## config.mk

```make
export PLATFORM = sky130hd
export DESIGN_NAME = ssfr_ram
export DESIGN_NICKNAME = d
export VERILOG_FILES = /design/src/hw/rtl/ssfr_ram.sv
export SDC_FILE = /design/constraint.sdc
export NUM_CORES = 2
export LEC_CHECK = 0
export BUFFER_PORTS_ARGS = -buffer_cell sky130_fd_sc_hd__clkbuf_2
export CAP_MARGIN = 20
export CORE_ASPECT_RATIO = 1.25
export CORE_MARGIN = 5
export CORE_UTILIZATION = 50
export CTS_CLUSTER_DIAMETER = 30
export DETAILED_ROUTE_END_ITERATION = 8
export PLACE_DENSITY = 0.68
export SLEW_MARGIN = 20
export SYNTH_ARGS = -nofsm -noshare
export SYNTH_HDL_FRONTEND = slang
export SYNTH_SLANG_ARGS = --single-unit
```

## constraint.sdc

```tcl
create_clock -name clk -period 2.9 [get_ports clk]
set_input_delay 0.58 -clock clk [delete_from_list [all_inputs] [get_ports clk]]
set_output_delay 0.58 -clock clk [all_outputs]
set_load 0.02 [all_outputs]
```

## src/hw/rtl/ssfr_ram.sv

```systemverilog
`timescale 1ns / 1ps

module ssfr_ram #(
  parameter int WIDTH = 8,
  parameter int DEPTH = 512
) (
  input  logic                     clk,
  input  logic                     wr_en,
  input  logic [$clog2(DEPTH)-1:0] wr_addr,
  input  logic [WIDTH-1:0]         wr_data,
  input  logic                     rd_en,
  input  logic [$clog2(DEPTH)-1:0] rd_addr,
  output logic [WIDTH-1:0]         rd_data
);

  logic [WIDTH-1:0] mem [DEPTH];

  always_ff @(posedge clk) begin
    if (wr_en) begin
      mem[wr_addr] <= wr_data;
    end
    if (rd_en) begin
      rd_data <= mem[rd_addr];
    end
  end

endmodule

```

### Yosys cells after proc, flatten, opt, wreduce, memory -nomap -nowiden

Memory sizes are Yosys's and may differ from the RTL's. A register that Yosys moved wholly into a read port is not among the register bits.
Cells that the tools add are included.

| cells by class | value |
|---|---|
| multiplexer cells | 2 |

Operators with widths:

| cell | number |
|---|---|
| $mux 1 | 2 |

| storage, ports and cells | value |
|---|---|
| logic and storage cells | 3 |
| memories | 1 |
| input bits | 29 |
| bits in registers | 0 |
| output and inout port bits | 8 |
| memory bits (writable) | 4096 |

Memories:

| name | words | width | rd ports | clocked after Yosys merged registers in | write ports | line | RTL |
|---|---|---|---|---|---|---|---|
| mem | 512 | 8 | 1 | 1 | 1 | 16 | `logic [WIDTH-1:0] mem [DEPTH];` |

### Logic depth before layout (Yosys ltp)

| depth | value |
|---|---|
| word-level depth | 2 |
| mapped depth | 12 |
| depth with buffers taken out | 7 |

### Worst setup path before layout

Ideal clock, no wire load.

| timing path | value |
|---|---|
| kind | input -> register |
| from | input port rd_addr[0] |
| to | register rd_data[0] (read register of mem) (data pin) |
| library setup time | 0.257 ns |
| data required time | 2.643 ns |
| stages on the path | 10 |
| data arrival time | 2.434 ns |
| buffers on the path | 4 |
| path slack | 0.209 ns |
| cells stage by stage | buf_4 -> buf_12 -> buf_12 -> buf_2 -> mux4_2 -> o21ai_0 -> nand3_1 -> nand4_1 -> o21ai_0 -> o2111a_1 |

RTL lines:

| element | line | RTL |
|---|---|---|
| start, declared | 12 | `input logic [$clog2(DEPTH)-1:0] rd_addr,` |
| end, declared | 13 | `output logic [WIDTH-1:0] rd_data` |

==> run metrics <==
post-DP HPWL=276000 microns; Max Clock Freq=roughly 340 MHz; Starting Density=50.2%; Setup Crit Path Kind=in -> reg; die height=642 microns; Ports=37; Core Rows=232; top cells by area, synth=edfxtp_1 77%, mux4_2 9.2%, mux2i_1 5.0%, o221ai_1 2.0%, nor2_1 1.4%; max_cap viols=0; pre-CTS WS=-1.26 ns; Primary FF master, synth=edfxtp_1; Final WS setup=-0.0397 ns; placed insts=13200; Arr. time, crit path=3.73 ns; ratio of cells with drive above 1 in the final layout=between 30 and 40%; number of library cell types mapped by synthesis=50; largest net degree at the start of global routing=131; number of buffers created by CTS=between 500 and 600; vias in the first global route=90100; H-Tree Depth=6; Layout Cell Area excl Fill=between 150000 and 200000 sq um; crit-path max FO=33; clock transition at the registers of the reported paths=0.06 ns; fillers=~22000; Final nets=9614; top-count cell post-synth=edfxtp_1; Power Total=140 mW; HP Class=in -> reg; Worst Clk Skew=0.0456 ns; Non-Filler Instances=14300; setup_tns=-0.0830 ns; GR Overflow Total=0; Final Cycle Share=101%; first-pass GRT wire length=between 600000 and 700000 microns; most common library cells after synthesis=4104 x edfxtp_1, 797 x mux2i_1, 654 x mux4_2, 597 x nor2_1, 371 x o221ai_1; Synth area leader=edfxtp_1; critical path capture point type=flip-flop; # clock sinks=just over 4000; register area share after synthesis=77.0%; outcome=complete, but fails checks; EDFF count, synth=approximately 4100; synth warn=0; Worst-Margin Slew=roughly 1.0 ns; Peak VDD IR=0.591 mV; failing checks=setup timing; Root Buffer=clkbuf_16; post-route ant nets=0; Slew Limit Fails=0; GPL Wtd Cong=slightly below 1; Vias=87600; # setup viols final=4; Final Hold Vio Count=0; wirelength, routed=428000 microns; TritonCTS clock tree=built; clock buffer depth=4; post-synthesis area per instance=19.9 sq um; Mapped Cells=~8000; pwr/cell area=slightly above 700 nW/um^2; Seq cells post-synth=4104; core footprint=319000 sq um; leakage=65.8 nW; asr flop ratio synth=0%; die area=331000 sq um; IO buf count=36; Hold-fix buffers, CTS=0; Vias/cell=6.14; DRC Markers=0; GR Util All Layers=25.6%; synthesized area=160000 sq um; clk_lat worst skew=a little over 0.9 ns; Tmin final=between 2 and 3 ns; Layout area overhead=21.9%; initial antenna violation count=12; Slew headroom=29.5%; placed cell area=about 180000 sq um; die width=516 microns; startpoint types=input port; post-synthesis net count=8059; Finished Core Util=61.1%; data required time at the worst endpoint=around 3.7 ns; DR iter-0 viols=10200; post-synth top area share=between 70 and 80%; wire per inst=30.0 microns; drt first pass iters=7; hold slack=~0.061 ns
## layout make-up
type	instances	area [sq um]	share of cell area [%]
multi-input cells	3410	34100	17.5
clock buffers	620	14600	7.50
flip-flops and latches	4104	123000	63.2
inverters	3	18.8	0.00962
clock inverters	384	4140	2.12
repair buffers	1510	13600	6.97
diodes	10	25.0	0.0128
well taps	4212	5270	2.70
## routing by layer
metal | vias up | track usage (%) | wire (microns)
met5 | - | 0 | 13
met4 | 2 | 11.9 | 23400
met3 | 989 | 4.25 | 34900
met2 | 4490 | 43.0 | 215000
met1 | 45400 | 32.9 | 154000
li1 | 36700 | - | -
## sequential cells by signal (all words and copies together) (netlist names)
signal   flops
rd_data      8
mem       4096
## report_power, final
group / internal, mW / total [mW] / leakage, nW / switching (mW)
Sequential: 65.4 / 65.4 / 36.9 / 0.0641
Clock: 42.0 / 68.1 / 9.08 / 26.1
Combinational: 2.62 / 6.83 / 19.9 / 4.21
## cell usage in the layout, fill, tap and decap left out, drive strengths merged, types with 109 or more instances in the layout
master	Yosys	routed
o221ai	372	372
nor3	109	109
edfxtp	4104	4104
nor2	597	597
mux2i	797	797
o21ai	119	119
nand2	111	111
mux4	654	654
clkbuf	265	644
buf	248	1484
o22ai	163	163
clkinv	0	180
a21oi	194	194
## final timing paths
check	from	endpoint	slack, ns	depth (start not counted)
setup / recovery	rd_addr[1]	rd_data[3]	-0.04	13
hold / removal	wr_data[3]	mem[54][3]	0.06	1
setup reg to reg	mem[105][3]	rd_data[3]	0.09	10
hold reg to reg	mem[434][6]	rd_data[6]	1.23	6
## critical path: stages
cell and delay [ns]:
buf_8 0.12, or2_4 0.28, buf_12 0.16, buf_12 0.18, o221ai_1 0.34, o22ai_1 0.15
buf_4 0.17, a22oi_1 0.28, nand4_1 0.59, buf_4 0.37, o21ai_2 0.10, buf_4 0.15
o2111a_1 0.16
## kinds of logic (layout without fill, tap and decap cells)
logic type | count (synthesis) | count (layout) | share of synthesized area [%]
compound gates | 979 | 979 | 4.31
buf+inv | 516 | 2517 | 1.85
mux | 1451 | 1451 | 14.2
flops | 4104 | 4104 | 77.0
other cells | 0 | 10 | 0
simple gates | 980 | 980 | 2.63
## timing repair
| action | 4_1_cts | 5_1_grt |
|---|---|---|
| cloned | 2 | 0 |
| setup endpoints to repair | 5 | 7 |
| pin swaps | 5 | 8 |
| endpoints found under the hold margin | 0 | 0 |
| buffers inserted | 2 | 0 |
| resized for setup | 20 | 16 |
(Power assumes the default switching activity.)
