## config.mk

```make
export PLATFORM = sky130hd
export DESIGN_NAME = ssfr_deframe
export DESIGN_NICKNAME = d
export VERILOG_FILES = /design/src/hw/rtl/ssfr_pkg.sv /design/src/hw/rtl/ssfr_deframe.sv
export SDC_FILE = /design/constraint.sdc
export NUM_CORES = 1
export LEC_CHECK = 0
export ABC_AREA = 1
export BUFFER_PORTS_ARGS = -buffer_cell sky130_fd_sc_hd__buf_2
export CAP_MARGIN = 0
export CORE_ASPECT_RATIO = 1.1
export CORE_MARGIN = 1
export CORE_UTILIZATION = 41
export DETAILED_ROUTE_END_ITERATION = 8
export SYNTH_ARGS = -nofsm -noshare
export SYNTH_HDL_FRONTEND = slang
export SYNTH_SLANG_ARGS = --single-unit
export TNS_END_PERCENT = 5
```

## constraint.sdc

```tcl
create_clock -name clk -period 3.4 [get_ports clk]
set_input_delay 0.17 -clock clk [delete_from_list [all_inputs] [get_ports clk]]
set_output_delay 0.17 -clock clk [all_outputs]
set_load 0.1 [all_outputs]
```

## src/hw/rtl/ssfr_pkg.sv

```systemverilog
`timescale 1ns / 1ps

package ssfr_pkg;

  localparam int HEADER_BYTES = 4;
  localparam int MIN_LEN      = (HEADER_BYTES + 1 > 2) ? HEADER_BYTES + 1 : 2;

  localparam logic [7:0] FEND_BYTE  = 8'hC0;
  localparam logic [7:0] FESC_BYTE  = 8'hDB;
  localparam logic [7:0] TFEND_BYTE = 8'hDC;
  localparam logic [7:0] TFESC_BYTE = 8'hDD;

  localparam logic [15:0] CRC_INIT = 16'hFFFF;
  localparam logic [15:0] CRC_POLY = 16'h1021;

  localparam logic [2:0] GROUP_FULL = 3'd4;

  typedef struct packed {
    logic [31:0] good;
    logic [31:0] bad;
  } frame_counts_t;

  typedef enum logic [2:0] {
    UNP_IDLE,
    UNP_CNT,
    UNP_CNT_D,
    UNP_CHK,
    UNP_B0,
    UNP_B1,
    UNP_B2,
    UNP_EMIT
  } unp_state_t;

  function automatic logic [15:0] crc16_byte(input logic [15:0] crc, input logic [7:0] data);
    logic [15:0] c;
    c = crc ^ {data, 8'h00};
    for (int i = 0; i < 8; i++) begin
      c = c[15] ? ({c[14:0], 1'b0} ^ CRC_POLY) : {c[14:0], 1'b0};
    end
    return c;
  endfunction

endpackage

```

## src/hw/rtl/ssfr_deframe.sv

```systemverilog
`timescale 1ns / 1ps

module ssfr_deframe import ssfr_pkg::*; #(
  parameter int FRAME_BYTES = 512,
  parameter int LEN_W       = $clog2(FRAME_BYTES + 1),
  parameter int ADDR_W      = $clog2(FRAME_BYTES)
) (
  input  logic              clk,
  input  logic              rst_n,
  input  logic              byte_acc,
  input  logic [7:0]        rx_byte,
  output logic              wr_en,
  output logic [ADDR_W-1:0] wr_addr,
  output logic [7:0]        wr_data,
  output logic              start_r,
  output logic [LEN_W-1:0]  pay_r,
  output frame_counts_t     counts_r
);

  logic [LEN_W-1:0] len_r, len_nxt;
  logic             esc_r, esc_nxt;
  logic             drop_r, drop_nxt;
  logic [15:0]      crc_r, crc_nxt;
  logic [7:0]       p0_r, p0_nxt;
  logic [7:0]       p1_r, p1_nxt;
  logic             start_nxt;
  logic [LEN_W-1:0] pay_nxt;
  frame_counts_t    counts_nxt;
  logic [7:0]       data;

  always_comb begin
    len_nxt    = len_r;
    esc_nxt    = esc_r;
    drop_nxt   = drop_r;
    crc_nxt    = crc_r;
    p0_nxt     = p0_r;
    p1_nxt     = p1_r;
    start_nxt  = 1'b0;
    pay_nxt    = pay_r;
    counts_nxt = counts_r;
    wr_en      = 1'b0;
    wr_addr    = len_r[ADDR_W-1:0];
    data       = rx_byte;
    if (esc_r && rx_byte == TFEND_BYTE) begin
      data = FEND_BYTE;
    end else if (esc_r && rx_byte == TFESC_BYTE) begin
      data = FESC_BYTE;
    end
    wr_data = data;
    if (byte_acc) begin
      if (drop_r) begin
        if (rx_byte == FEND_BYTE) begin
          len_nxt  = '0;
          esc_nxt  = 1'b0;
          drop_nxt = 1'b0;
          crc_nxt  = CRC_INIT;
        end
      end else if (rx_byte == FEND_BYTE) begin
        if (len_r != '0) begin
          if (32'(len_r) >= MIN_LEN) begin
            if (crc_r == {p1_r, p0_r}) begin
              counts_nxt.good = counts_r.good + 32'd1;
              start_nxt       = 1'b1;
              pay_nxt         = len_r - LEN_W'(2);
            end else begin
              counts_nxt.bad = counts_r.bad + 32'd1;
            end
          end
          len_nxt = '0;
          crc_nxt = CRC_INIT;
        end
        esc_nxt = 1'b0;
      end else if (rx_byte == FESC_BYTE) begin
        esc_nxt = 1'b1;
      end else begin
        esc_nxt = 1'b0;
        if (len_r < LEN_W'(FRAME_BYTES)) begin
          wr_en   = 1'b1;
          len_nxt = len_r + LEN_W'(1);
          p0_nxt  = data;
          p1_nxt  = p0_r;
          if (len_r >= LEN_W'(2)) begin
            crc_nxt = crc16_byte(crc_r, p1_r);
          end
        end else begin
          drop_nxt = 1'b1;
        end
      end
    end
  end

  always_ff @(posedge clk) begin
    if (!rst_n) begin
      len_r    <= '0;
      esc_r    <= 1'b0;
      drop_r   <= 1'b0;
      crc_r    <= CRC_INIT;
      start_r  <= 1'b0;
      counts_r <= '0;
    end else begin
      len_r    <= len_nxt;
      esc_r    <= esc_nxt;
      drop_r   <= drop_nxt;
      crc_r    <= crc_nxt;
      start_r  <= start_nxt;
      counts_r <= counts_nxt;
    end
  end

  always_ff @(posedge clk) begin
    p0_r  <= p0_nxt;
    p1_r  <= p1_nxt;
    pay_r <= pay_nxt;
  end

  a_wr_in_range: assert property (@(posedge clk) disable iff (!rst_n)
    wr_en |-> len_r < LEN_W'(FRAME_BYTES))
    else $error("store write past frame end");

  a_start_clears_len: assert property (@(posedge clk) disable iff (!rst_n)
    start_r |-> len_r == '0 && crc_r == CRC_INIT)
    else $error("frame state not cleared at unpack start");

  a_drop_at_full: assert property (@(posedge clk) disable iff (!rst_n)
    drop_r |-> len_r == LEN_W'(FRAME_BYTES))
    else $error("drop state without a full frame");

endmodule

```

# After elaboration in Yosys (flattened, before gate mapping)
# Index checks and enable logic that the tools add are counted.
classes:
  addsub: 4
  mul: 0
  div_mod_pow: 0
  n_lt_le_gt_ge: 3
  n_eq_ne: 8
  shift: 0
  mux: 38
  bitwise: 17
  n_reduce_logical: 12
ops:
  columns: ["cell", "count"]
  rows:
  - ["16-bit 2-to-1 mux", 7]
  - ["13-bit 2-to-1 mux", 8]
  - ["32-bit by 1-bit adder with 32-bit output (second input constant)", 2]
  - ["10-bit 2-to-1 mux", 6]
  - ["8-bit == test (second input constant)", 4]
  - ["3-bit NOT", 8]
  - ["6-bit AND reduction", 3]
  - ["16-bit == test", 1]
  - ["8-bit 2-to-1 mux", 2]
  - ["16-bit bitwise XOR", 1]
  - ["1-bit 2-to-1 mux", 15]
  - ["10-bit by 1-bit adder with 10-bit output (second input constant)", 1]
  - ["10-bit by 2-bit greater-or-equal comparator with 1-bit output (second input constant)", 1]
  - ["10-bit by 3-bit greater-or-equal comparator with 1-bit output (second input constant)", 1]
  - ["10-bit less-than comparator (second input constant)", 1]
  - ["5-bit AND reduction", 2]
  - ["10-bit nonzero test", 1]
  - ["10-bit by 2-bit subtractor with 10-bit output (second input constant)", 1]
  - ["1-bit NOT", 8]
  - ["6-bit OR reduction", 1]
  - ["2-bit nonzero test", 2]
  - ["3-bit by 2-bit inequality test with 1-bit output (second input constant)", 1]
  - ["1-bit logical AND", 2]
  - ["2-bit by 1-bit inequality test with 1-bit output (second input constant)", 1]
  - ["other kinds (2)", 2]
word_totals:
  regBits: 119
  latchBits: 0
  mem_bits_rw: 0
  rom_bits: 0
  input_bits: 11
  out_inout_bits: 93
  word_cells: 92
  n_memories: 0

# Longest topological paths before layout
logic_depth:
  depth_word: 22
  depth_mapped: 14
  mapped_depth_nobuf: 13

# Least setup slack after synthesis
# Ideal clock, no wire load.
synth_path:
  path_type: "input to output"
  startpoint: "input port rx_byte[0]"
  endpoint: "output port wr_en"
  arrival_ps: 3520
  t_required_ps: 3230
  slack_ps: -290
  stages: 6
  path_buffers: 0
  cell_sequence: "inv_1 > nand2_1 > nor2_1 > nand2_2 > nand2_1 > nor4_1"
synth_between:
  elab_chain_len: 5
  elab_cells_between_ends: 6
  cone_classes: "2 x eq/ne; 4 x mux"
synth_lines:
  columns: ["item", "line_no", "source"]
  rows:
  - ["start, declared", "ssfr_deframe.sv:11", "input logic [7:0] rx_byte,"]
  - ["8-bit == test", "ssfr_deframe.sv:73", "end else if (rx_byte == FESC_BYTE) begin"]
  - ["1-bit 2-to-1 mux", "ssfr_deframe.sv:73", null]
  - ["1-bit 2-to-1 mux (*)", "ssfr_deframe.sv:58", "end else if (rx_byte == FEND_BYTE) begin"]
  - ["1-bit 2-to-1 mux (*)", "ssfr_deframe.sv:51", "if (drop_r) begin"]
  - ["1-bit 2-to-1 mux (*)", "ssfr_deframe.sv:50", "if (byte_acc) begin"]
  - ["end, declared", "ssfr_deframe.sv:12", "output logic wr_en,"]
# Every way passes the cells marked *; elsewhere a longest branch is shown, timed or not.

# Worst setup path in the final report
layout_path:
  startpoint: "register len_r[0]"
  endpoint: "register counts_r[58] (netlist name)"
layout_between:
  elab_chain_len: 2
  elab_cells_between_ends: 3
  cone_classes: "1 x order compare; 2 x reduce/logical"
layout_lines:
  columns: ["item", "line_no", "source"]
  rows:
  - ["start, declared", "ssfr_deframe.sv:20", "logic [LEN_W-1:0] len_r, len_nxt;"]
  - ["start signal, assigned", "ssfr_deframe.sv:101", "len_r <= len_nxt;"]
  - ["10-bit by 3-bit greater-or-equal comparator with 1-bit output or 10-bit nonzero test (tied branches)", "ssfr_deframe.sv:60, ssfr_deframe.sv:59", null]
  - ["6-bit AND reduction (no line) (*)", null, null]
  - ["end signal, assigned", "ssfr_deframe.sv:106", "counts_r <= counts_nxt;"]
  - ["end, declared", "ssfr_deframe.sv:17", "output frame_counts_t counts_r"]
# Marked as above.
# A chain may end at the register's enable or synchronous reset.

==> flow_summary.yaml <==
timing:
  clock.fmax_ghz: 0.392
  worst_slew_pin_slew_ns: 0.888
  clock-skew-final_ns: 0.0145
  fin_hold_ws_ns: 0.00909
  tns_ns: 0
  unrepaired_setup_endpoints_after_global_routing: "false"
  timing_max_transition_violations_final: 0
  fin_crit_sh_pct: 75.0
  slew_headroom_pct: 40.4
  setup-violations-final: 0
  final-hold-violation-count: 0
  period_needed_ns: 2.55
run_status:
  outcome: "finished clean"
power:
  total_power_mw: 3.71
  worst_ir_drop_vdd_uv: 400
  power-per-cell-area_mw_per_mm2: 429
  leakage_nw: 4.06
clock_tree:
  clock_path_buffers: 2
  clk_transition_reported_paths_ns: 0.06
  cts_made_buffers: 17
  cts_resized: 0
  cts_sinks: 119
  worst_skew_pair.late_latency_ns: 0.43
  cts_tree: "done"
  cts_root_buffer: "sky130_fd_sc_hd__clkbuf_16"
  htree_num_levels: 4
placed_design:
  port_buffers: 103
  hpwlAfterDp_um: 14500
  placedCellCount: 1445
  gp_congestion: 0.842
synthesis:
  syn_area_per_cell_um2: 6.53
  synth.yosys.seq_area_share_pct: 35.5
  netlist_area_mm2: 0.00744
  asr_flop_ratio_synth_pct: 0
  netlist_instances: 1139
  synth_top_flop_cell: "sky130_fd_sc_hd__dfxtp_1"
  postSynthNetCount: 1159
  synth_warnings: 0
  synth_cell_type_count: 38
  synth_edf_count: 26
  synth-seq-cells: 119
setup_path:
  timing.critical_path.cells: "inv_1 -> ha_1 -> inv_1 -> nor2_1 -> inv_1 -> nor2_1 -> nor2_2 -> nand2_4 -> nor2_4 -> nand2_1 -> o21ai_0 -> nor2_1"
  critPathSlowestCell: "sky130_fd_sc_hd__nor2_4"
  critical_path_endpoint_category: "flip-flop"
  data_required_critical_path_ns: 3.71
  arrival_ns: 2.86
  worst_setup_path_category: "reg2reg"
  critical_path_peak_fanout: 27
  worst_setup_path_start_kind: "flip-flop"
  critPathMaxStageDelay_ns: 0.57
route:
  routedWlPerCell_um: 13.3
  ant_nets: 0
  via_count: 7197
  routed_wirelength_um: 19700
  detailedRoute.firstIterationViolations: 436
  drc: 0
  route.detailed.vias_per_inst: 4.86
  length_of_the_first_detailed_routing_pass_in_iterations: 5
floorplanning:
  placement_rows: 51
  chipWidth_um: 130
  die-area_mm2: 0.0187
  initial_core_util_pct: 41.9
  fp.dieH_um: 143
  core-area_mm2: 0.0177
  num_io_pins: 104
global_routing:
  global_route_usage_sum_pct: 22.2
  pin_count_of_the_biggest_net_entering_global_routing: 58
  via_count_of_the_first_global_routing_pass: 6648
  antenna_found_initial: 0
  grt_overflow: 0
  wire_length_of_the_first_global_routing_pass_um: 32300
cells_and_area:
  post_route_cells_drive_above_1_share_pct: 16.0
  n_antenna_cell: 0
  ff_latch_area_mm2: 0.00264
  n_fill_cell: 1891
  multi_input_logic_area_mm2: 0.00394
  post_layout_nonfiller_instances: 1480
  final_common_cell: "sky130_fd_sc_hd__nand2_1"
  layout_common_cells: "352 x sky130_fd_sc_hd__nand2_1, 158 x sky130_fd_sc_hd__nor2_1, 150 x sky130_fd_sc_hd__inv_1"
  fin_nets: 1249
  fin_util_pct: 48.8
  flow.area_growth_from_synthesis_pct: 16.3
run:
  cap_violations: 0
min_path:
  worstHoldPathType: "in2reg"
final timing paths:
check	depth (start not counted)	endpoint	slack, ns	from
setup reg to reg	12	counts_r[58]	0.85	len_r[0]
setup / recovery	12	counts_r[58]	0.85	len_r[0]
hold reg to reg	2	counts_r[63]	0.49	counts_r[63]
hold / removal	1	p0_r[5]	0.009	rx_byte[5]
synth_stat cells (all sizes together) (4+ instances only):
master	n	area, µm²
nand3b	6	45.0
o21ai	33	165
ha	9	113
clkbuf	13	48.8
dfxtp	93	1860
nand4	28	175
nor3	29	173
nand2	361	1390
a21oi	40	208
nand3	97	536
nor3b	9	97.6
nor2	175	744
buf	26	205
xnor2	11	96.3
edfxtp	26	781
nor4	4	25.0
xor2	13	114
inv	161	607
routing by layer:
| layer | share of wire (%) | wire length, µm | global-route usage, % | up-vias |
|---|---|---|---|---|
| met5 | 0 | 0 | 0 | - |
| li1 | - | - | - | 3768 |
| met4 | 1.7 | 340 | 7.56 | 0 |
| met2 | 48 | 9430 | 37.2 | 157 |
| met3 | 4.0 | 797 | 4.31 | 24 |
| met1 | 46 | 9120 | 28.4 | 3248 |
stage by stage:
stage	cell area, µm²	setup WS [ns]
final	8650	0.849
after global placement	8040	0.962
after global routing	8650	0.586
after detailed placement	8040	0.848
after floorplan	7440	0.0487
after CTS	8650	0.835
power by group:
part | total (mW) | switching (mW) | internal (mW)
Combinational | 0.424 | 0.301 | 0.123
Clock | 1.77 | 0.648 | 1.12
Sequential | 1.52 | 0.0386 | 1.48
Total | 3.71 | 0.988 | 2.72
flip-flops by register name, indices dropped and copies added, names as in the netlist:
signal	count
counts_r	64
crc_r	16
drop_r	1
esc_r	1
len_r	10
p0_r	8
p1_r	8
pay_r	10
start_r	1
repair_timing:
| item | 4_1_cts | 5_1_grt |
|---|---|---|
| endpoints found under the hold margin | 3 | 0 |
| hold buffers | 3 | 0 |
| buffers inserted | 0 | 0 |
kinds of logic after synthesis:
| kind of cell | Yosys count | synth area share [%] |
|---|---|---|
| fa+ha+maj | 9 | 1.51 |
| compound gates | 76 | 5.57 |
| buf+inv | 201 | 11.6 |
| simple gates | 710 | 42.9 |
| flops | 119 | 35.5 |
| xor+xnor | 24 | 2.83 |
layout make-up:
cell class,count,area share [%]
Timing Repair Buffer,110,6.65
Clock inverter,8,0.767
Multi-Input combinational cell,819,45.6
Sequential cell,119,30.6
Tap cell,238,3.44
Inverter,162,7.06
Clock buffer,24,5.93
worst max-delay path: cells and delay by family (launching register included):
family	cells	cell delay [ns]
simple gates	7	1.18
flops	1	0.51
buf+inv	3	0.28
fa+ha+maj	1	0.25
compound gates	1	0.22
Power figures use the tool's default switching activity.
