<file path="src/hw/rtl/ssfr_pkg.sv">
`timescale 1ns / 1ps

package ssfr_pkg;

  localparam int HEADER_BYTES = 4;
  localparam int MIN_LEN      = (HEADER_BYTES + 1 > 2) ? HEADER_BYTES + 1 : 2;

  localparam logic [7:0] FEND_BYTE  = 8'hC0;
  localparam logic [7:0] FESC_BYTE  = 8'hDB;
  localparam logic [7:0] TFEND_BYTE = 8'hDC;
  localparam logic [7:0] TFESC_BYTE = 8'hDD;

  localparam logic [15:0] CRC_INIT = 16'hFFFF;
  localparam logic [15:0] CRC_POLY = 16'h1021;

  localparam logic [2:0] GROUP_FULL = 3'd4;

  typedef struct packed {
    logic [31:0] good;
    logic [31:0] bad;
  } frame_counts_t;

  typedef enum logic [2:0] {
    UNP_IDLE,
    UNP_CNT,
    UNP_CNT_D,
    UNP_CHK,
    UNP_B0,
    UNP_B1,
    UNP_B2,
    UNP_EMIT
  } unp_state_t;

  function automatic logic [15:0] crc16_byte(input logic [15:0] crc, input logic [7:0] data);
    logic [15:0] c;
    c = crc ^ {data, 8'h00};
    for (int i = 0; i < 8; i++) begin
      c = c[15] ? ({c[14:0], 1'b0} ^ CRC_POLY) : {c[14:0], 1'b0};
    end
    return c;
  endfunction

endpackage

</file>
<file path="src/hw/rtl/ssfr_unpack.sv">
`timescale 1ns / 1ps

module ssfr_unpack import ssfr_pkg::*; #(
  parameter int FRAME_BYTES = 512,
  parameter int LEN_W       = $clog2(FRAME_BYTES + 1),
  parameter int ADDR_W      = $clog2(FRAME_BYTES)
) (
  input  logic              clk,
  input  logic              rst_n,
  input  logic              start,
  input  logic [LEN_W-1:0]  pay,
  input  frame_counts_t     counts,
  output logic              busy,
  output logic              rd_en,
  output logic [ADDR_W-1:0] rd_addr,
  input  logic [7:0]        rd_data,
  output logic              out_valid,
  input  logic              out_ready,
  output logic [11:0]       out_sample_a,
  output logic [11:0]       out_sample_b,
  output logic [11:0]       out_sample_c,
  output logic [11:0]       out_sample_d,
  output logic [2:0]        out_group_count,
  output logic              out_frame_last,
  output logic [31:0]       out_good_frames,
  output logic [31:0]       out_crc_failures
);

  unp_state_t       state_r, state_nxt;
  logic [7:0]       cnt_r, cnt_nxt;
  logic [8:0]       idx_r, idx_nxt;
  logic [LEN_W-1:0] off_r, off_nxt;
  logic [LEN_W-1:0] pay_r, pay_nxt;
  logic             two_r, two_nxt;
  logic [7:0]       b0_r, b0_nxt;
  logic [7:0]       b1_r, b1_nxt;
  logic [11:0]      samp_r [4];
  logic [11:0]      samp_nxt [4];
  logic [2:0]       grp_n_r, grp_n_nxt;
  logic             last_r, last_nxt;

  logic             out_valid_r, out_valid_nxt;
  logic [11:0]      out_samp_r [4];
  logic [11:0]      out_samp_nxt [4];
  logic [2:0]       out_count_r, out_count_nxt;
  logic             out_last_r, out_last_nxt;
  frame_counts_t    out_counts_r, out_counts_nxt;

  logic             more;
  logic             two;
  logic             out_free;
  logic [1:0]       slot_lo;
  logic [1:0]       slot_hi;

  assign more     = (idx_r < {1'b0, cnt_r}) &&
                    ({1'b0, off_r} + (LEN_W + 1)'(2) <= {1'b0, pay_r});
  assign two      = (idx_r + 9'd1) < {1'b0, cnt_r};
  assign out_free = !out_valid_r || out_ready;
  assign slot_lo  = {grp_n_r[1], 1'b0};
  assign slot_hi  = {grp_n_r[1], 1'b1};
  assign busy     = state_r != UNP_IDLE;

  always_comb begin
    state_nxt = state_r;
    unique case (state_r)
      UNP_IDLE:  if (start) state_nxt = UNP_CNT;
      UNP_CNT:   state_nxt = UNP_CNT_D;
      UNP_CNT_D: state_nxt = UNP_CHK;
      UNP_CHK: begin
        if (grp_n_r == GROUP_FULL) begin
          state_nxt = UNP_EMIT;
        end else if (more) begin
          state_nxt = UNP_B0;
        end else if (grp_n_r != '0) begin
          state_nxt = UNP_EMIT;
        end else begin
          state_nxt = UNP_IDLE;
        end
      end
      UNP_B0:    state_nxt = two_r ? UNP_B1 : UNP_CHK;
      UNP_B1:    state_nxt = UNP_B2;
      UNP_B2:    state_nxt = UNP_CHK;
      UNP_EMIT:  if (out_free) state_nxt = last_r ? UNP_IDLE : UNP_CHK;
      default:   state_nxt = UNP_IDLE;
    endcase
  end

  always_comb begin
    cnt_nxt        = cnt_r;
    idx_nxt        = idx_r;
    off_nxt        = off_r;
    pay_nxt        = pay_r;
    two_nxt        = two_r;
    b0_nxt         = b0_r;
    b1_nxt         = b1_r;
    samp_nxt       = samp_r;
    grp_n_nxt      = grp_n_r;
    last_nxt       = last_r;
    out_valid_nxt  = out_valid_r;
    out_samp_nxt   = out_samp_r;
    out_count_nxt  = out_count_r;
    out_last_nxt   = out_last_r;
    out_counts_nxt = out_counts_r;
    rd_en          = 1'b0;
    rd_addr        = off_r[ADDR_W-1:0];
    if (out_valid_r && out_ready) begin
      out_valid_nxt = 1'b0;
    end
    unique case (state_r)
      UNP_IDLE: begin
        if (start) begin
          pay_nxt   = pay;
          grp_n_nxt = '0;
          for (int k = 0; k < 4; k++) samp_nxt[k] = '0;
        end
      end
      UNP_CNT: begin
        rd_en   = 1'b1;
        rd_addr = ADDR_W'(HEADER_BYTES);
      end
      UNP_CNT_D: begin
        cnt_nxt = rd_data;
        idx_nxt = '0;
        off_nxt = LEN_W'(HEADER_BYTES + 1);
      end
      UNP_CHK: begin
        if (grp_n_r == GROUP_FULL) begin
          last_nxt = !more;
        end else if (more) begin
          rd_en   = 1'b1;
          two_nxt = two;
        end else begin
          last_nxt = 1'b1;
        end
      end
      UNP_B0: begin
        b0_nxt = rd_data;
        if (two_r) begin
          rd_en   = 1'b1;
          rd_addr = off_r[ADDR_W-1:0] + ADDR_W'(1);
        end else begin
          samp_nxt[slot_lo] = {4'h0, rd_data};
          grp_n_nxt         = grp_n_r + 3'd1;
          idx_nxt           = idx_r + 9'd2;
          off_nxt           = off_r + LEN_W'(1);
        end
      end
      UNP_B1: begin
        b1_nxt  = rd_data;
        rd_en   = 1'b1;
        rd_addr = off_r[ADDR_W-1:0] + ADDR_W'(2);
      end
      UNP_B2: begin
        samp_nxt[slot_lo] = {b1_r[3:0], b0_r};
        samp_nxt[slot_hi] = {rd_data, b1_r[7:4]};
        grp_n_nxt         = grp_n_r + 3'd2;
        idx_nxt           = idx_r + 9'd2;
        off_nxt           = off_r + LEN_W'(3);
      end
      UNP_EMIT: begin
        if (out_free) begin
          out_valid_nxt  = 1'b1;
          out_samp_nxt   = samp_r;
          out_count_nxt  = grp_n_r;
          out_last_nxt   = last_r;
          out_counts_nxt = counts;
          grp_n_nxt      = '0;
          for (int k = 0; k < 4; k++) samp_nxt[k] = '0;
        end
      end
      default: ;
    endcase
  end

  always_ff @(posedge clk) begin
    if (!rst_n) begin
      state_r     <= UNP_IDLE;
      out_valid_r <= 1'b0;
    end else begin
      state_r     <= state_nxt;
      out_valid_r <= out_valid_nxt;
    end
  end

  always_ff @(posedge clk) begin
    cnt_r        <= cnt_nxt;
    idx_r        <= idx_nxt;
    off_r        <= off_nxt;
    pay_r        <= pay_nxt;
    two_r        <= two_nxt;
    b0_r         <= b0_nxt;
    b1_r         <= b1_nxt;
    samp_r       <= samp_nxt;
    grp_n_r      <= grp_n_nxt;
    last_r       <= last_nxt;
    out_samp_r   <= out_samp_nxt;
    out_count_r  <= out_count_nxt;
    out_last_r   <= out_last_nxt;
    out_counts_r <= out_counts_nxt;
  end

  assign out_valid        = out_valid_r;
  assign out_sample_a     = out_samp_r[0];
  assign out_sample_b     = out_samp_r[1];
  assign out_sample_c     = out_samp_r[2];
  assign out_sample_d     = out_samp_r[3];
  assign out_group_count  = out_count_r;
  assign out_frame_last   = out_last_r;
  assign out_good_frames  = out_counts_r.good;
  assign out_crc_failures = out_counts_r.bad;

  a_start_when_idle: assert property (@(posedge clk) disable iff (!rst_n)
    start |-> state_r == UNP_IDLE)
    else $error("unpack started while busy");

  a_emit_nonempty: assert property (@(posedge clk) disable iff (!rst_n)
    state_r == UNP_EMIT |-> grp_n_r != '0 && grp_n_r <= GROUP_FULL)
    else $error("empty or oversized sample group");

  a_byte_read_issued: assert property (@(posedge clk) disable iff (!rst_n)
    state_r == UNP_B0 |-> $past(rd_en))
    else $error("sample byte used without a read");

endmodule

</file>
<file path="config.mk">
export PLATFORM = sky130hd
export DESIGN_NAME = ssfr_unpack
export DESIGN_NICKNAME = d
export VERILOG_FILES = /design/src/hw/rtl/ssfr_pkg.sv /design/src/hw/rtl/ssfr_unpack.sv
export SDC_FILE = /design/constraint.sdc
export NUM_CORES = 1
export LEC_CHECK = 0
export BUFFER_PORTS_ARGS = -buffer_cell sky130_fd_sc_hd__buf_2
export CELL_PAD_IN_SITES_DETAIL_PLACEMENT = 0
export CELL_PAD_IN_SITES_GLOBAL_PLACEMENT = 1
export CORE_MARGIN = 5
export CORE_UTILIZATION = 47
export DETAILED_ROUTE_END_ITERATION = 10
export PLACE_DENSITY_LB_ADDON = 0.1
export SLEW_MARGIN = 20
export SYNTH_ARGS = -nofsm -noshare
export SYNTH_HDL_FRONTEND = slang
export SYNTH_SLANG_ARGS = --single-unit
</file>
<file path="constraint.sdc">
create_clock -name clk -period 13.9 [get_ports clk]
set_input_delay 3.475 -clock clk [delete_from_list [all_inputs] [get_ports clk]]
set_output_delay 3.475 -clock clk [all_outputs]
set_load 0.05 [all_outputs]
</file>
== After elaboration in Yosys (flattened, before gate mapping) ==
Cells that the tools add are included.
Widths: inputs -> output; s select.

* Register bits after elaboration: 226
* Output and inout port bits: 128
* Logic and storage cells: 113

* $add $sub $neg: 9
* Order comparisons: 7
* Equality and inequality tests: 12
* Multiplexer cells: 38
* Bitwise gates (word level): 3
* Reduce and logical (&&, ||, !) cells: 21

{| class="wikitable"
|+ Operator list
! kind !! count
|-
| $pmux 48 s4 || 1
|-
| $bwmux 48 || 3
|-
| $mux 48 || 3
|-
| $pmux 9 s3 || 2
|-
| $demux 12 s2 || 2
|-
| $pmux 10 s3 || 1
|-
| $mux 3 || 9
|-
| $mux 12 || 2
|-
| $pmux 3 s7 || 1
|-
| $add 9x1->9 const B || 2
|-
| $add 9x2->9 const B || 2
|-
| $lt 9x8->1 || 2
|-
| $mux 9 || 2
|-
| $eq 3x3->1 const B || 5
|-
| $pmux 3 s4 || 1
|-
| $add 10x2->11 const B || 1
|-
| $le 11x10->1 || 1
|-
| $add 10x1->10 const B || 1
|-
| $add 10x2->10 const B || 1
|-
| $mux 10 || 1
|-
| $reduce_and 2->1 || 5
|-
| $reduce_bool 3->1 || 3
|-
| $mux 1 || 8
|-
| $eq 3x2->1 const B || 2
|-
| 19 further kinds || 29
|}

== Longest topological paths before layout ==
Gate-level depths: netlist (run 1).

* Word-level depth: 8
* Depth in mapped cells: 11
* Gate-level depth less buffers: 10

== Least setup slack after synthesis (run 1) ==
OpenSTA, ideal clock, no wires.

* Path kind: in2reg
* From: input out_ready
* To: register out_counts_r (netlist bit out_crc_failures[0]), enable pin
* Data arrival time: 8.374 ns
* Required time: 13.307 ns
* Path slack: 4.933 ns
* Stages on the path: 2
* Path buffers: 0
* Cell sequence: nor2b_1 -> nor2_1

* Word-level cells in the longest chain between the ends: 2

{| class="wikitable"
|+ Ends and longest elaborated chain
! what !! RTL line !! source
|-
| start, declared || ssfr_unpack.sv:18 || <nowiki>input logic out_ready,</nowiki>
|-
| $logic_or 1x1->1 || ssfr_unpack.sv:58 || <nowiki>assign out_free = !out_valid_r || out_ready;</nowiki>
|-
| $reduce_and 2->1 (no source line) || -- ||
|-
| end signal, assigned || ssfr_unpack.sv:199 || <nowiki>out_counts_r <= out_counts_nxt;</nowiki>
|-
| end, declared || ssfr_unpack.sv:47 || <nowiki>frame_counts_t out_counts_r, out_counts_nxt;</nowiki>
|}

Every way passes these cells.
A chain may end at the register's enable or synchronous reset.

== Worst setup path in the final report (run 1) ==
* From: register off_r[3]
* To: output rd_en

* Word-level cells in the longest chain between the ends: 6

{| class="wikitable"
|+ Ends and longest elaborated chain
! what !! RTL line !! source
|-
| start, declared || ssfr_unpack.sv:32 || <nowiki>logic [LEN_W-1:0] off_r, off_nxt;</nowiki>
|-
| start signal, assigned || ssfr_unpack.sv:188 || <nowiki>off_r <= off_nxt;</nowiki>
|-
| $add 10x2->11 || ssfr_unpack.sv:56 || <nowiki>({1'b0, off_r} + (LEN_W + 1)'(2) <= {1'b0, pay_r});</nowiki>
|-
| $le 11x10->1 || ssfr_unpack.sv:56 ||
|-
| $logic_and 1x1->1 || ssfr_unpack.sv:55 || <nowiki>assign more = (idx_r < {1'b0, cnt_r}) &&</nowiki>
|-
| $mux 1 || ssfr_unpack.sv:129 || <nowiki>end else if (more) begin</nowiki>
|-
| $mux 1 || ssfr_unpack.sv:127 || <nowiki>if (grp_n_r == GROUP_FULL) begin</nowiki>
|-
| $pmux 1 s3 || ssfr_unpack.sv:109 || <nowiki>unique case (state_r)</nowiki>
|-
| end, declared || ssfr_unpack.sv:14 || <nowiki>output logic rd_en,</nowiki>
|}

Every way passes these cells.

==> run_results.csv, run 1 <==
group,metric,value,unit
outcome,status,"complete, no violations",
routing,routed_via_density,5.12,
power_and_ir_drop,power_leakage,4.29,nW
setup_path,endpoint_kind,"output pin",
global_routing,track_usage,18.0,%
synthesis,yosysTopAreaCell,"edfxtp_1",
synthesis,synth-edff-count,221,
routing,drc,0,
timing,skew,9.63,ps
synthesis,avgSynthCellArea,13.9,µm²
timing,fin_crit_sh,50.5,%
finish,final_nets,979,
routing,vias,5885,
setup_path,path_class,"flop to output pin",
setup_path,required,10430,ps
floorplan,initial_utilization,47.3,%
floorplan,ios,214,
floorplan,rows,51,
clock_network,clock_latency,510,ps
power_and_ir_drop,swShare,28.1,%
finish,area_growth,22.5,%
synthesis,ys_seq_area_share,73.5,%
flow_run,cap_violations,0,
timing,finalCriticalPeriod,7020,ps
routing,wire_per_inst,18.0,µm
global_routing,grt_pass1_vias,5910,
clock_network,cts_buffers,24,
global_routing,antenna_found_initial,0,
synthesis,synth_nets,767,
timing,fmax,0.142,GHz
placed_design,dp.cells,1107,
clock_network,cts.sinks,225,
routing,dr.pass1.iters,4,
setup_path,cp.arrival,3550,ps
clock_network,cts_buffer_depth,3,
finish,drive_above_1_share,29.3,%
clock_network,cts_tree,"yes",
clock_network,htreeDepth,1,
routing,drt_iter0_markers,306,
floorplan,fp.dieW,149,µm
synthesis,synth_top_flop_cell,"edfxtp_1",
clock_network,post_cts_buffers,0,
routing,wirelength,20.7,mm
finish,diodes,0,
synthesis,yosys_warnings,0,
clock_network,cts_hold_buf,0,
timing,setup_viol_count_final,0,
setup_path,crit_slowest_cell,"edfxtp_1",
clock_network,clk_pin_slew,60,ps
power_and_ir_drop,power_switching,0.488,mW
finish,multi_input_area,0.00220,mm²
floorplan,die_y,149,µm
placed_design,gp_congestion,0.805,
power_and_ir_drop,clkPwrFrac,33.5,%
floorplan,die_area,0.0223,mm²
timing,finalHoldViolations,0,
setup_path,critPathMaxFanout,11,
timing,slew_violations,0,
setup_path,path_cells,"nand3_1 > nor2_1 > xor2_1 > ha_1 > nand4_1 > a21oi_1 > o311ai_1 > nand3_1 > o32ai_1 > buf_2",
timing,rsz0062_at_grt,"false",
synthesis,synthTopCellsByArea,"edfxtp_1 (73%), ha_1 (3.3%), nor2_1 (3.0%), nand2_1 (2.9%), a21oi_1 (2.7%)",
synthesis,syn_area,0.00914,mm²
synthesis,postSynth.asyncResetShare,0,%
synthesis,yosysUniqueCellTypes,49,
setup_path,start_kind,"flop",
routing,antenna_left,0,
timing,max-slew-margin-rel,33.8,%
clock_network,cts_resized,0,
finish,seq_area,0.00672,mm²
setup_path,cpMostUsedCell,"nand3_1",
timing,tns,0,ps
power_and_ir_drop,power.share.sequential,49.6,%
global_routing,grt_first_pass_wirelength,32.3,mm
floorplan,core_area,0.0193,mm²
power_and_ir_drop,ir_drop,107,µV
power_and_ir_drop,p_int,1.25,mW
placed_design,hpwl,14.5,mm
power_and_ir_drop,p_comb_share,16.8,%
global_routing,grt_max_degree,69,
synthesis,syn_inst,656,
global_routing,grt_overflow,0,
placed_design,port_buffers,213,
power_and_ir_drop,p_per_area,155,mW/mm²
finish,fin_cells,1149,
hold_path,hp-class,"flop to flop",
setup_path,critPathMaxStageDelay,620,ps
synthesis,synth-seq-cells,225,
timing,tightestPinTransition,992,ps
synthesis,synth_top_area_share,72.6,%
finish,fillers,1603,
clock_network,clock-root-buffer,"clkbuf_16",
-- state kept, by name, summed over array words and instances (netlist names), 3 cells and up --
register and flops:
out_group_count 3, samp_r 48, b0_r 8, idx_r 8, out_sample_c 12, cnt_r 8, out_sample_b 12, out_good_frames 32
out_sample_d 12, out_crc_failures 32, b1_r 8, out_sample_a 12, pay_r 10, state_r 3, grp_n_r 3, off_r 10
-- worst max-delay path, delay by kind of cell, from the launching register on --
family | cells | cell delay [ps]
buf+inv | 1 | 320
xor+xnor | 1 | 230
compound gates | 3 | 760
fa+ha+maj | 1 | 280
simple gates | 4 | 830
flops | 1 | 620
-- final cells by class --
type,instances,share of cell area (%)
well taps,265,2.96
inverters,30,1.01
repair buffers,219,9.92
multi-input cells,368,19.6
clock inverters,14,0.995
flip-flops and latches,225,60.0
clock buffers,28,5.50
-- cells by family (layout without fill, tap and decap cells) --
logic type      Yosys count  count (layout)  share of synthesized area [%]
compound gates          109             109                           7.23
fa+ha+maj                25              25                           3.50
mux                      10              10                           1.09
flops                   225             225                           73.5
simple gates            203             203                           9.89
buf+inv                  63             291                           2.82
xor+xnor                 21              21                           2.01
-- Yosys cell counts (2+ instances only) --
| master | n |
|---|---|
| a22o_1 | 2 |
| clkbuf_1 | 17 |
| buf_2 | 8 |
| a211oi_1 | 11 |
| and2_1 | 3 |
| nand3_1 | 15 |
| buf_1 | 6 |
| or3_1 | 4 |
| o31ai_1 | 2 |
| nand2_1 | 70 |
| mux2i_1 | 10 |
| nand4_1 | 5 |
| dfxtp_1 | 4 |
| edfxtp_1 | 221 |
| nand2b_1 | 8 |
| xor2_1 | 9 |
| and3_1 | 5 |
| nor2b_1 | 3 |
| and4_1 | 2 |
| o22ai_1 | 3 |
| xnor2_1 | 12 |
| inv_1 | 30 |
| o21a_1 | 3 |
| a22oi_1 | 8 |
| o21ai_0 | 16 |
| a21o_1 | 4 |
| ha_1 | 24 |
| nor3_1 | 10 |
| a21oi_1 | 49 |
| nor2_1 | 73 |
-- cell usage in the layout, fill, tap and decap left out, types with 5 or more instances in the layout --
| cell | n |
|---|---|
| buf_2 | 213 |
| buf_4 | 6 |
| xnor2_1 | 12 |
| clkbuf_16 | 24 |
| nand4_1 | 5 |
| inv_1 | 30 |
| and3_1 | 5 |
| nor3_1 | 10 |
| ha_1 | 24 |
| nor2_1 | 71 |
| edfxtp_1 | 221 |
| nand3_1 | 15 |
| o21ai_0 | 16 |
| a21oi_1 | 49 |
| nand2b_1 | 8 |
| mux2i_1 | 10 |
| clkinv_1 | 5 |
| nand2_1 | 69 |
| xor2_1 | 9 |
| a22oi_1 | 8 |
| a211oi_1 | 11 |
-- final timing paths --
| kind | start | to | slack [ps] | cells after the start |
|---|---|---|---|---|
| setup / recovery | off_r[3] | rd_en | 6880 | 10 |
| hold / removal | samp_r[12] | out_sample_c[0] | 440 | 0 |
| setup reg to reg | off_r[3] | two_r | 10950 | 9 |
| hold reg to reg | samp_r[12] | out_sample_c[0] | 440 | 0 |
-- routing by layer --
layer,up-vias,GRT usage (%),wire (µm)
met3,30,4.03,1610
li1,2828,-,-
met1,2816,24.6,8950
met2,211,29.9,9800
met4,0,3.89,303
met5,-,0,0
-- metrics by stage --
step / setup slack (ps) / hold WS [ps] / total power [mW] / utilization [%] / area (µm²)
after floorplan: 4930 / 426 / 1.08 / - / 9140
after global placement: 7410 / 435 / 1.16 / 54.1 / 10500
after detailed placement: 7360 / 434 / 1.17 / 54.2 / 10500
after CTS: 6810 / 440 / 1.76 / 57.9 / 11200
after global routing: 6400 / 465 / 1.83 / 57.9 / 11200
final: 6880 / 442 / 1.74 / 57.9 / 11200
-- power groups by stage --
stage	clock, mW	combinational, mW	sequential (mW)
after floorplan	0	0.220	0.861
after global placement	0	0.289	0.874
after detailed placement	0	0.295	0.877
after CTS	0.600	0.297	0.863
after global routing	0.632	0.327	0.869
final	0.583	0.292	0.863
Note: power is estimated with default switching activity, not from simulation.
==> inputs of run 2 (changes only) <==
--- a/config.mk
+++ b/config.mk
@@ -9,7 +9,7 @@
 export CELL_PAD_IN_SITES_DETAIL_PLACEMENT = 0
 export CELL_PAD_IN_SITES_GLOBAL_PLACEMENT = 1
 export CORE_MARGIN = 5
-export CORE_UTILIZATION = 47
+export CORE_UTILIZATION = 39
 export DETAILED_ROUTE_END_ITERATION = 10
 export PLACE_DENSITY_LB_ADDON = 0.1
 export SLEW_MARGIN = 20
==> constraint.sdc (replaced) <==
create_clock -name clk -period 5.8 [get_ports clk]
set_input_delay 1.45 -clock clk [delete_from_list [all_inputs] [get_ports clk]]
set_output_delay 1.45 -clock clk [all_outputs]
set_load 0.05 [all_outputs]
==> run 2 against run 1 <==
Die area up 19%. Via count shrank 0.29%. Register-to-register slack lost 8100 ps. Sequential cell count is the same. Total power is 150% higher. Sequential power increased by 140%. Final area increased by 1.5%. Routed wire length grew 6.0%. Sequential share of layout area decreased by 0.90 points. Critical path type unchanged.
==> run_results.csv, run 2 (synthesis results as in run 1) <==
group,metric,value,unit
routing,routed_via_density,4.86,
power_and_ir_drop,ir_drop,293,µV
floorplan,initial_utilization,39.3,%
setup_path,required,4350,ps
power_and_ir_drop,p_per_area,380,mW/mm²
setup_path,critPathMaxStageDelay,600,ps
floorplan,die_area,0.0266,mm²
setup_path,reg2reg_from,"state_r[0]",
timing,finalHoldViolations,0,
clock_network,cts_hold_buf,0,
clock_network,cts_buffer_depth,3,
setup_path,crit_slowest_cell,"edfxtp_1",
setup_path,cp.arrival,3500,ps
clock_network,clk_pin_slew,60,ps
clock_network,cts.sinks,225,
clock_network,clock-root-buffer,"clkbuf_16",
finish,largest_reg_flops,48,
finish,mostFrequentLayoutCells,"edfxtp_1 (221), buf_2 (213), nor2_1 (71), nand2_1 (69), a21oi_1 (49)",
timing,setup_viol_count_final,0,
power_and_ir_drop,clkPwrFrac,36.0,%
setup_path,endpoint_kind,"output pin",
power_and_ir_drop,p_int,3.13,mW
finish,area_growth,24.3,%
routing,drt_iter0_markers,320,
global_routing,grt_max_degree,90,
clock_network,clock_latency,520,ps
timing,rsz0062_at_grt,"false",
clock_network,htreeDepth,1,
floorplan,die_y,163,µm
routing,drt-met1-wl,9.69,mm
timing,fmax,0.202,GHz
finish,drive_above_1_share,29.6,%
finish,final_common_cell,"edfxtp_1",
placed_design,port_buffers,213,
floorplan,rows,56,
placed_design,hpwl,15.2,mm
floorplan,fp.dieW,163,µm
clock_network,cts_buffers,25,
floorplan,core_area,0.0233,mm²
power_and_ir_drop,p_comb_share,16.0,%
clock_network,cts_resized,0,
clock_network,cts_tree,"yes",
routing,wire_per_inst,18.1,µm
power_and_ir_drop,swShare,27.6,%
timing,tns,0,ps
routing,dr_wl_met3,1.62,mm
setup_path,path_class,"flop to output pin",
finish,diodes,0,
setup_path,path_buf_inv,1,
finish,final_nets,980,
global_routing,track_usage,15.9,%
timing,skew,8.07,ps
power_and_ir_drop,p_total,4.32,mW
power_and_ir_drop,power_switching,1.20,mW
routing,drc,0,
setup_path,start_kind,"flop",
power_and_ir_drop,power.share.sequential,48.0,%
timing,max-slew-margin-rel,38.1,%
global_routing,grt_overflow,0,
timing,slew_violations,0,
hold_path,min_from,"samp_r[29]",
outcome,status,"complete, no violations",
setup_path,crit_start,"off_r[4]",
clock_network,post_cts_buffers,0,
timing,tightestPinTransition,927,ps
timing,fin_crit_sh,85.3,%
routing,antenna_left,0,
routing,dr.pass1.iters,5,
routing,route.met2.wl,10.2,mm
global_routing,grt_pass1_vias,5870,
placed_design,gp_congestion,0.818,
routing,wirelength,21.9,mm
global_routing,antenna_found_initial,0,
floorplan,ios,214,
routing,routed.top_layer,"met4",
hold_path,hp-class,"flop to flop",
setup_path,path_cells,"and4_1 > nand4_1 > xnor2_1 > ha_1 > a211oi_1 > nand2_1 > o311ai_1 > nand3_1 > o32ai_1 > buf_2",
setup_path,cp_top_family,"compound AO/OA/AOI/OAI gates",
timing,finalCriticalPeriod,4950,ps
setup_path,critPathMaxFanout,12,
routing,vias,5868,
global_routing,grt_first_pass_wirelength,33.6,mm
flow_run,cap_violations,0,
power_and_ir_drop,power_leakage,4.36,nW
finish,regMostFlops,"samp_r",
## run 2: cell count changes in the layout (fill, tap and decap cells not counted), moves of 2 or more
cell	delta
clkbuf_1	+2
clkbuf_8	+4
clkinv_1	-3
clkinv_2	+3
clkinvlp_4	-3
## run 2: per-stage QoR
stage | utilization (%) | area (µm²) | hold WS [ps] | setup slack (ps) | cells
3_5_place_dp | 45.3 | 10500 | 434 | 1350 | 1161
6_report | 48.9 | 11400 | 440 | 854 | 1207
3_3_place_gp | 45.3 | 10500 | 431 | 1320 | 1161
5_1_grt | 48.9 | 11400 | 456 | 580 | 1207
2_1_floorplan | - | 9150 | 426 | 804 | 656
4_1_cts | 48.9 | 11400 | 445 | 787 | 1207
## run 2: worst paths after layout
path                          end  slack (ps)  depth (start not counted)
setup / recovery            rd_en         850                         10
hold / removal    out_sample_b[5]         440                          0
hold reg to reg   out_sample_b[5]         440                          0
setup reg to reg          b0_r[2]        2800                          4
## run 2: layout make-up
type                    count  area, µm²
clock buffers              35        703
clock inverters            11        118
fillers                  2136      11900
inverters                  30        113
multi-input cells         368       2200
flip-flops and latches    225       6720
well taps                 319        399
repair buffers            219       1120
## run 2: per-layer routing
layer,vias to the layer above,track usage [%]
met5,-,0
met3,25,3.28
met1,2785,21.8
li1,2829,-
met4,0,3.89
met2,229,26.1
## run 2: power by group through the flow
stage	Combinational, mW	Clock, mW	Sequential, mW
after floorplan	0.528	0	2.06
after global placement	0.697	0	2.11
after detailed placement	0.704	0	2.11
after CTS	0.708	1.61	2.08
after global routing	0.776	1.68	2.09
final	0.693	1.56	2.08
==> inputs of run 3 (changes only) <==
--- a/config.mk
+++ b/config.mk
@@ -5,6 +5,7 @@
 export SDC_FILE = /design/constraint.sdc
 export NUM_CORES = 1
 export LEC_CHECK = 0
+export ABC_AREA = 1
 export BUFFER_PORTS_ARGS = -buffer_cell sky130_fd_sc_hd__buf_2
 export CELL_PAD_IN_SITES_DETAIL_PLACEMENT = 0
 export CELL_PAD_IN_SITES_GLOBAL_PLACEMENT = 1
@@ -12,7 +13,7 @@
 export CORE_UTILIZATION = 39
 export DETAILED_ROUTE_END_ITERATION = 10
 export PLACE_DENSITY_LB_ADDON = 0.1
-export SLEW_MARGIN = 20
+export SLEW_MARGIN = 5
 export SYNTH_ARGS = -nofsm -noshare
 export SYNTH_HDL_FRONTEND = slang
 export SYNTH_SLANG_ARGS = --single-unit
==> run 3 against run 2 <==
Die area increased by 2.2%. Sequential share of layout area decreased by 0.80 points. Clock skew decreased by 0.72 ps. Synthesized area increased by 2.4%. Setup slack improved by 390 ps. Largest cell class unchanged.
==> run_results.csv, run 3 <==
group,metric,value,unit
timing,tightestPinTransition,814,ps
finish,final_nets,1091,
floorplan,ios,214,
timing,max-slew-margin-rel,45.6,%
clock_network,cts_hold_buf,0,
clock_network,htreeDepth,1,
timing,finalHoldViolations,0,
global_routing,grt_max_degree,99,
clock_network,cts_tree,"yes",
synthesis,syn_inst,752,
synthesis,yosys_warnings,0,
global_routing,grt_overflow,0,
finish,seq_area,0.00672,mm²
floorplan,die_area,0.0272,mm²
setup_path,cp.arrival,3110,ps
routing,dr.pass1.iters,5,
clock_network,cts_buffer_depth,3,
finish,drive_above_1_share,27.7,%
hold_path,hp-class,"flop to flop",
synthesis,avgSynthCellArea,12.4,µm²
clock_network,post_cts_buffers,0,
synthesis,synth_top_flop_cell,"edfxtp_1",
setup_path,cpMostUsedCell,"nand2_1",
global_routing,track_usage,15.8,%
clock_network,cts.sinks,225,
timing,setup_viol_count_final,0,
clock_network,clock_latency,510,ps
synthesis,synth_top_area_share,70.9,%
finish,largest_reg_flops,48,
synthesis,synth.most_common_cell,"edfxtp_1",
synthesis,postSynth.asyncResetShare,0,%
finish,multi_input_area,0.00222,mm²
synthesis,syn_area,0.00936,mm²
floorplan,rows,56,
setup_path,start_kind,"flop",
routing,drc,0,
routing,drt_iter0_markers,407,
placed_design,placed_area,0.0108,mm²
finish,fin_cells,1316,
finish,design_area,0.0115,mm²
synthesis,synthTopCellsByArea,"edfxtp_1 (71%), nand2_1 (6.1%), inv_1 (3.3%), ha_1 (3.2%), a21oi_1 (2.7%)",
clock_network,cts_resized,0,
outcome,status,"complete, no violations",
timing,fmax,0.219,GHz
finish,area_growth,23.1,%
placed_design,hpwl,15.4,mm
power_and_ir_drop,p_total,3.94,mW
setup_path,crit_slowest_cell,"edfxtp_1",
setup_path,path_class,"flop to output pin",
finish,fin_util,49.0,%
timing,finalCriticalPeriod,4560,ps
clock_network,clk_pin_slew,60,ps
floorplan,core_area,0.0235,mm²
timing,skew,7.35,ps
setup_path,critPathMaxStageDelay,450,ps
timing,fin_crit_sh,78.6,%
power_and_ir_drop,ir_drop,197,µV
power_and_ir_drop,power_leakage,4.70,nW
floorplan,initial_utilization,39.8,%
setup_path,cp_top_family,"adder cells",
synthesis,yosysTopAreaCell,"edfxtp_1",
routing,vias,6272,
global_routing,grt_first_pass_wirelength,33.7,mm
routing,wirelength,22.4,mm
placed_design,dp.cells,1272,
finish,final_common_cell,"edfxtp_1",
power_and_ir_drop,p_per_area,342,mW/mm²
placed_design,gp_congestion,0.840,
clock_network,clock-root-buffer,"clkbuf_16",
timing,rsz0062_at_grt,"false",
floorplan,die_y,165,µm
setup_path,path_buf_inv,2,
placed_design,port_buffers,213,
synthesis,ys_seq_area_share,71.7,%
finish,fillers,2184,
routing,antenna_left,0,
flow_run,cap_violations,0,
synthesis,yosysUniqueCellTypes,38,
setup_path,critPathMaxFanout,6,
timing,slew_violations,0,
synthesis,synth_nets,863,
synthesis,yosys-top-cells-count,"edfxtp_1 (221), nand2_1 (152), inv_1 (82)",
clock_network,cts_buffers,25,
synthesis,synth-edff-count,221,
routing,routed_via_density,4.77,
setup_path,reg2reg_from,"state_r[2]",
finish,regMostFlops,"samp_r",
setup_path,required,4350,ps
setup_path,endpoint_kind,"output pin",
global_routing,antenna_found_initial,1,
timing,tns,0,ps
synthesis,synth-seq-cells,225,
setup_path,crit_start,"off_r[1]",
global_routing,grt_pass1_vias,6131,
finish,mostFrequentLayoutCells,"edfxtp_1 (221), buf_2 (213), nand2_1 (152), inv_1 (82), a21oi_1 (51)",
floorplan,fp.dieW,165,µm
setup_path,path_cells,"ha_1 > nand3_1 > inv_1 > nand2_1 > xor2_1 > ha_1 > a21oi_1 > nand2_1 > a21oi_1 > nand2_1 > nand2_1 > nand3_2 > o21ai_0 > buf_2",
routing,wire_per_inst,17.0,µm
hold_path,min_from,"samp_r[33]",
[run 3: cell count changes after synthesis, moves of 11 or more]
cell      change
nor2_1       -31
inv_1        +52
xnor2_1      -12
nand2_1      +82
o21ai_0      +20
clkbuf_1     -13
a211oi_1     -11
nand3_1      +20
[run 3: cell families after synthesis]
logic type	synth area share, %
AO/OA/AOI/OAI	7.35
flip-flops	71.7
buffers and inverters	4.69
AND/OR/NAND/NOR	12.2
XOR/XNOR	0.561
adder cells (fa/ha/maj)	3.42
[run 3: where the power goes]
part | internal [mW] | total (mW) | switching (mW)
logic | 0.138 | 0.510 | 0.372
clock network | 0.784 | 1.39 | 0.606
registers | 1.96 | 2.04 | 0.0807
[run 3: worst paths after layout]
path	to	slack [ps]	cells after the start
setup / recovery	rd_en	1240	14
hold / removal	out_sample_b[9]	450	0
setup reg to reg	off_r[6]	2630	10
hold reg to reg	out_sample_b[9]	450	0
[run 3: layer usage]
metal  GRT usage (%)  part of all wire (%)  vias to the layer above  routed length, µm
li1                -                     -                     3096                  -
met1            20.9                    43                     2969               9640
met2            26.5                    47                      181              10600
met3            3.64                   7.9                       26               1780
met4            3.97                   1.8                        0                408
met5               0                     0                        -                  0
[run 3: stage by stage]
step                      hold WS (ps)  setup slack [ps]
after floorplan                    426               127
after global placement             433              1770
after detailed placement           433              1780
after CTS                          446              1200
after global routing               460              1010
final                              448              1240
[run 3: worst register-to-register path: stages (launching register included)]
cell and delay (ps):
dfxtp_1 460, inv_2 70, nor2_2 320, inv_2 410, nor2_8 420, inv_4 160, fa_1 430, nor2_1 280
inv_1 120, o21ai_0 160, a21oi_1 80
[run 3: final cells by class]
class / instances / area share (%)
diodes: 1 / 0.0217
clock buffers: 29 / 5.56
clock inverters: 14 / 0.597
inverters: 90 / 2.95
multi-input cells: 417 / 19.2
flip-flops and latches: 225 / 58.3
well taps: 319 / 3.46
repair buffers: 221 / 9.88
